==> config.mk <==
export PLATFORM = sky130hd
export DESIGN_NAME = pst_relax
export DESIGN_NICKNAME = d
export VERILOG_FILES = /design/src/pst_pkg.sv /design/src/pst_relax.sv
export SDC_FILE = /design/constraint.sdc
export NUM_CORES = 1
export LEC_CHECK = 0
export CAP_MARGIN = 20
export CELL_PAD_IN_SITES_DETAIL_PLACEMENT = 1
export CELL_PAD_IN_SITES_GLOBAL_PLACEMENT = 1
export CORE_UTILIZATION = 40
export CTS_CLUSTER_SIZE = 16
export DETAILED_ROUTE_END_ITERATION = 8
export DONT_BUFFER_PORTS = 1
export GPL_TIMING_DRIVEN = 0
export PLACE_DENSITY = 0.72
export REMOVE_ABC_BUFFERS = 1
export SYNTH_ARGS = -nofsm -noshare
export SYNTH_HDL_FRONTEND = slang
export SYNTH_SLANG_ARGS = --single-unit
export TNS_END_PERCENT = 100
==> constraint.sdc <==
create_clock -name clk_i -period 6.9 [get_ports clk_i]
set_clock_uncertainty 0.05 [all_clocks]
set_input_delay 1.035 -clock clk_i [delete_from_list [all_inputs] [get_ports clk_i]]
set_output_delay 1.035 -clock clk_i [all_outputs]
set_load 0.02 [all_outputs]
==> src/pst_pkg.sv <==
// Shared constants and types of the spanning tree engine.
`default_nettype none

package pst_pkg;

  localparam int unsigned NODES      = 16;
  localparam int unsigned NODE_W     = 4;
  localparam int unsigned COST_W     = 16;
  localparam int unsigned LINK_W     = COST_W + 1;
  localparam int unsigned LINK_DEPTH = NODES * NODES;
  localparam int unsigned LINK_AW    = 2 * NODE_W;

  // Link cost that marks a missing edge, one above the largest real cost
  localparam logic [LINK_W-1:0] NO_LINK = {1'b1, {COST_W{1'b0}}};

  typedef enum logic {
    CMD_ADD = 1'b0,
    CMD_RUN = 1'b1
  } cmd_e;

  typedef enum logic [2:0] {
    ST_CLEAR,
    ST_IDLE,
    ST_ADD_CMP,
    ST_ADD_WR,
    ST_RUN,
    ST_EMIT_RD,
    ST_EMIT_WR
  } state_e;

  // One entry of the per-node memory
  typedef struct packed {
    logic [LINK_W-1:0] cost;
    logic [NODE_W-1:0] parent;
  } node_ent_t;

  // Relaxation stage request
  typedef struct packed {
    logic              vld;
    logic              clr;
    logic [NODE_W-1:0] idx;
    logic              in_tree;
    logic [LINK_W-1:0] cur_cost;
    logic [LINK_W-1:0] link_w;
    logic [NODE_W-1:0] pick;
  } relax_in_t;

  // Relaxation stage result
  typedef struct packed {
    logic              wr;
    node_ent_t         ent;
    logic              min_vld;
    logic [NODE_W-1:0] min_idx;
  } relax_out_t;

endpackage

`default_nettype wire

==> src/pst_relax.sv <==
// Relaxation of one node against the current pick and running minimum search.
`default_nettype none

module pst_relax (
  input  logic                clk_i,
  input  logic                rst_ni,
  input  pst_pkg::relax_in_t  req_i,
  output pst_pkg::relax_out_t rsp_o
);
  import pst_pkg::*;

  logic              upd;
  logic [LINK_W-1:0] new_cost;
  logic [LINK_W-1:0] bound;
  logic              cand;
  logic              min_vld_q;
  logic [LINK_W-1:0] min_cost_q;
  logic [NODE_W-1:0] min_idx_q;

  // Lower a node's cost only on a strictly cheaper link from the pick
  assign upd = req_i.vld && !req_i.in_tree && (req_i.link_w != NO_LINK) &&
               (req_i.cur_cost > req_i.link_w);
  assign new_cost = upd ? req_i.link_w : req_i.cur_cost;

  // Track the cheapest open node, first index wins on a tie
  assign bound = min_vld_q ? min_cost_q : NO_LINK;
  assign cand  = req_i.vld && !req_i.in_tree && (new_cost < bound);

  always_comb begin
    rsp_o.wr         = upd;
    rsp_o.ent.cost   = req_i.link_w;
    rsp_o.ent.parent = req_i.pick;
    rsp_o.min_vld    = cand || min_vld_q;
    rsp_o.min_idx    = cand ? req_i.idx : min_idx_q;
  end

  always_ff @(posedge clk_i or negedge rst_ni) begin
    if (!rst_ni) begin
      min_vld_q <= 1'b0;
    end else if (req_i.clr) begin
      min_vld_q <= 1'b0;
    end else if (cand) begin
      min_vld_q <= 1'b1;
    end
  end

  always_ff @(posedge clk_i) begin
    if (cand) begin
      min_cost_q <= new_cost;
      min_idx_q  <= req_i.idx;
    end
  end

endmodule

`default_nettype wire

==> impl_metrics.json <==
{
  "outcome": "completed",
  "path_clk_slew_ps": 90,
  "fillCellCount": 562,
  "drtAntennaViolNets": 0,
  "fp.dieW_um": 72.2,
  "maxSlewHeadroom_pct": 48.4,
  "row_count": 25,
  "die_area_sq_mm": 0.00521,
  "yosys_warnings": 0,
  "synth_cells": 223,
  "path_buf_inv": 1,
  "min_period_ps": 6430,
  "track_usage_pct": 18.8,
  "io_pins": 74,
  "dieHeight_um": 72.2,
  "async_reset_ff_share_pct": 4.55,
  "port_buffers": 0,
  "netlist_area_sq_mm": 0.00197,
  "cpLargestDelayFamily": "simple AND/OR/NAND/NOR gates",
  "drv_slew": 0,
  "grt_start_max_net_pins": 34,
  "num_vias": 1464,
  "synth_cell_type_count": 33,
  "critPathRequiredTime_ps": 5810,
  "cts_buffer_depth": 2,
  "r2r.worst_path.cells": 9,
  "worst-setup-path-type": "primary input to output pin",
  "first_pass_iters": 4,
  "grt_pass1_vias": 1591,
  "syn_to_final_growth_pct": -1.90,
  "slowest_delay_ps": 630,
  "diodes": 0,
  "powerDensity_mw_per_mm2": 190,
  "drt_iter0_markers": 24,
  "tns_ps": 0,
  "dpl.hpwl_um": 3600,
  "p_leak_nw": 0.857,
  "initial_core_util_pct": 41.7,
  "clock-sinks": 22,
  "setup-violations-final": 0,
  "clk_latency_ps": 270,
  "overflow": 0,
  "fmax_ghz": 0.155,
  "dp_slack_ps": 198,
  "core_area_sq_mm": 0.00472,
  "cts_inserted_buffers": 3,
  "crit_fanout": 33,
  "drc": 0,
  "crit_path_top_delay_cell": "o31ai_1",
  "avgViaCountPerCell": 5.48,
  "synth_top_cell_by_area": "edfxtp_1",
  "crit_arrival_ps": 5350,
  "start_kind": "primary input",
  "ys_ff_latch": 22,
  "cts_tree": "done",
  "utilization_pct": 41.0,
  "max_cap_viol_count": 0,
  "rsz0062_at_grt": "false",
  "hold_path_class": "primary input to async pin",
  "cp_cell_sequence": "inv_1 -> ha_1 -> nand4_1 -> nor3_1 -> a2111oi_1 -> o31ai_1 -> nand2_4 -> nand2_1 -> o21ai_0 -> ha_1 -> nand4_2 -> or3_1 -> or3_4 -> a211o_1 -> nand3_4 -> mux2_4",
  "grt_pass1_wl_um": 7420,
  "routed_wl_um": 4570,
  "tightest_slew_ps": 769,
  "worstSetupEndpointType": "output pin",
  "root_buffer": "clkbuf_8",
  "fin_crit_sh_pct": 93.2,
  "post_cts_buffers": 0,
  "synth_edf_count": 17,
  "cp.depth": 16,
  "hold_viol": 0,
  "crit_top_cell": "ha_1",
  "synth_ff_type": "edfxtp_1",
  "antenna_found_initial": 0,
  "nets": 281,
  "hold_buffers": 0,
  "routedWlPerCell_um": 17.1,
  "globalplace.congestion": 0.717,
  "synth.most_common_cell": "nand2_1",
  "syn_area_per_cell_sq_um": 8.84,
  "ys_seq_area_share_pct": 31.2,
  "synth_commonest_cells": "nand2_1, ha_1, inv_1, o21ai_0, buf_4",
  "synth_top_area_share_pct": 25.9,
  "worst_slack_ps": 468,
  "ir_worst_vdd_mv": 0.0675,
  "drive_gt1_share_pct": 7.00,
  "synthTopCellsByArea": "edfxtp_1, ha_1, buf_4",
  "htreeDepth": 1
}
## metal layers
| metal | routed length, um | vias to the layer above | GRT usage [%] |
|---|---|---|---|
| met5 | 0 | - | 0 |
| met4 | 39 | 0 | 4.79 |
| met3 | 336 | 4 | 4.31 |
| met2 | 2110 | 53 | 33.5 |
| met1 | 2080 | 682 | 22.6 |
| li1 | - | 725 | - |
## final timing paths
path | from | to | slack [ps]
worst max-delay path | req_i[12] | rsp_o[0] | 470
worst min-delay path | rst_ni | min_vld_q | 400
worst max register to register | min_vld_q | min_cost_q[11] | 3520
worst min register to register | min_idx_q[3] | min_idx_q[3] | 490
max in group asynchronous | rst_ni | min_vld_q | 6340
min in group clk_i | min_idx_q[3] | min_idx_q[3] | 490
## flip-flops by register name, summed over array words and instances, names as in the netlist
register and count:
min_idx_q 4, min_vld_q 1, min_cost_q 17
## where the power goes
group	internal [W]	leakage [nW]	switching, W	total (W)
combinational	0.0000398	0.624	0.0000628	0.000103
sequential	0.000159	0.205	0.00000688	0.000166
clock	0.0000510	0.0288	0.0000475	0.0000985
total	0.000250	0.857	0.000117	0.000367
## layout by cell type, fill, tap and decap left out, types with 2 or more instances in the layout
cell type  Yosys  final
a211oi_1       4      4
a21o_1         2      2
a21oi_1       10     10
clkbuf_8       0      4
dfxtp_1        4      4
edfxtp_1      17     17
ha_1          33     33
inv_1         23     23
mux2_4         4      4
nand2_1       36     35
nand3_1        3      3
nand4_1        7      7
nor2_1         8      8
nor3_1         2      2
nor4_1         4      4
o21ai_0       23     23
## through the flow
stage          power [W]  area [sq um]  std cells  hold WS [ps]
6_report        0.000367          1930        267           400
5_1_grt         0.000389          1930        267           388
4_1_cts         0.000371          1930        267           395
3_5_place_dp    0.000272          1870        263           464
3_3_place_gp    0.000268          1870        263           457
2_1_floorplan   0.000248          1790        196           451
## final cells by class
class	instances	area [sq um]	area share, %
Clock buffer	4	55.1	2.85
Inverter	23	86.3	4.46
Multi-Input combinational cell	151	1090	56.5
Sequential cell	22	616	31.8
Tap cell	67	83.8	4.33
## what timing repair did
item | in CTS | in global routing
endpoints found under the hold margin | 0 | 0
setup endpoints to repair | 0 | 5
gates resized for setup | 0 | 2
## cell families (layout without fill, tap and decap cells)
group	count (synthesis)	in the layout	share of synthesized area, %
adders and majority gates	33	33	20.9
muxes	4	4	3.05
and+or+nand+nor	68	68	17.2
DFF	22	22	31.2
AOI/OAI and AO/OA	46	46	13.9
buffers and inverters	50	27	13.7
No activity file was read; power rests on OpenSTA's default activity.
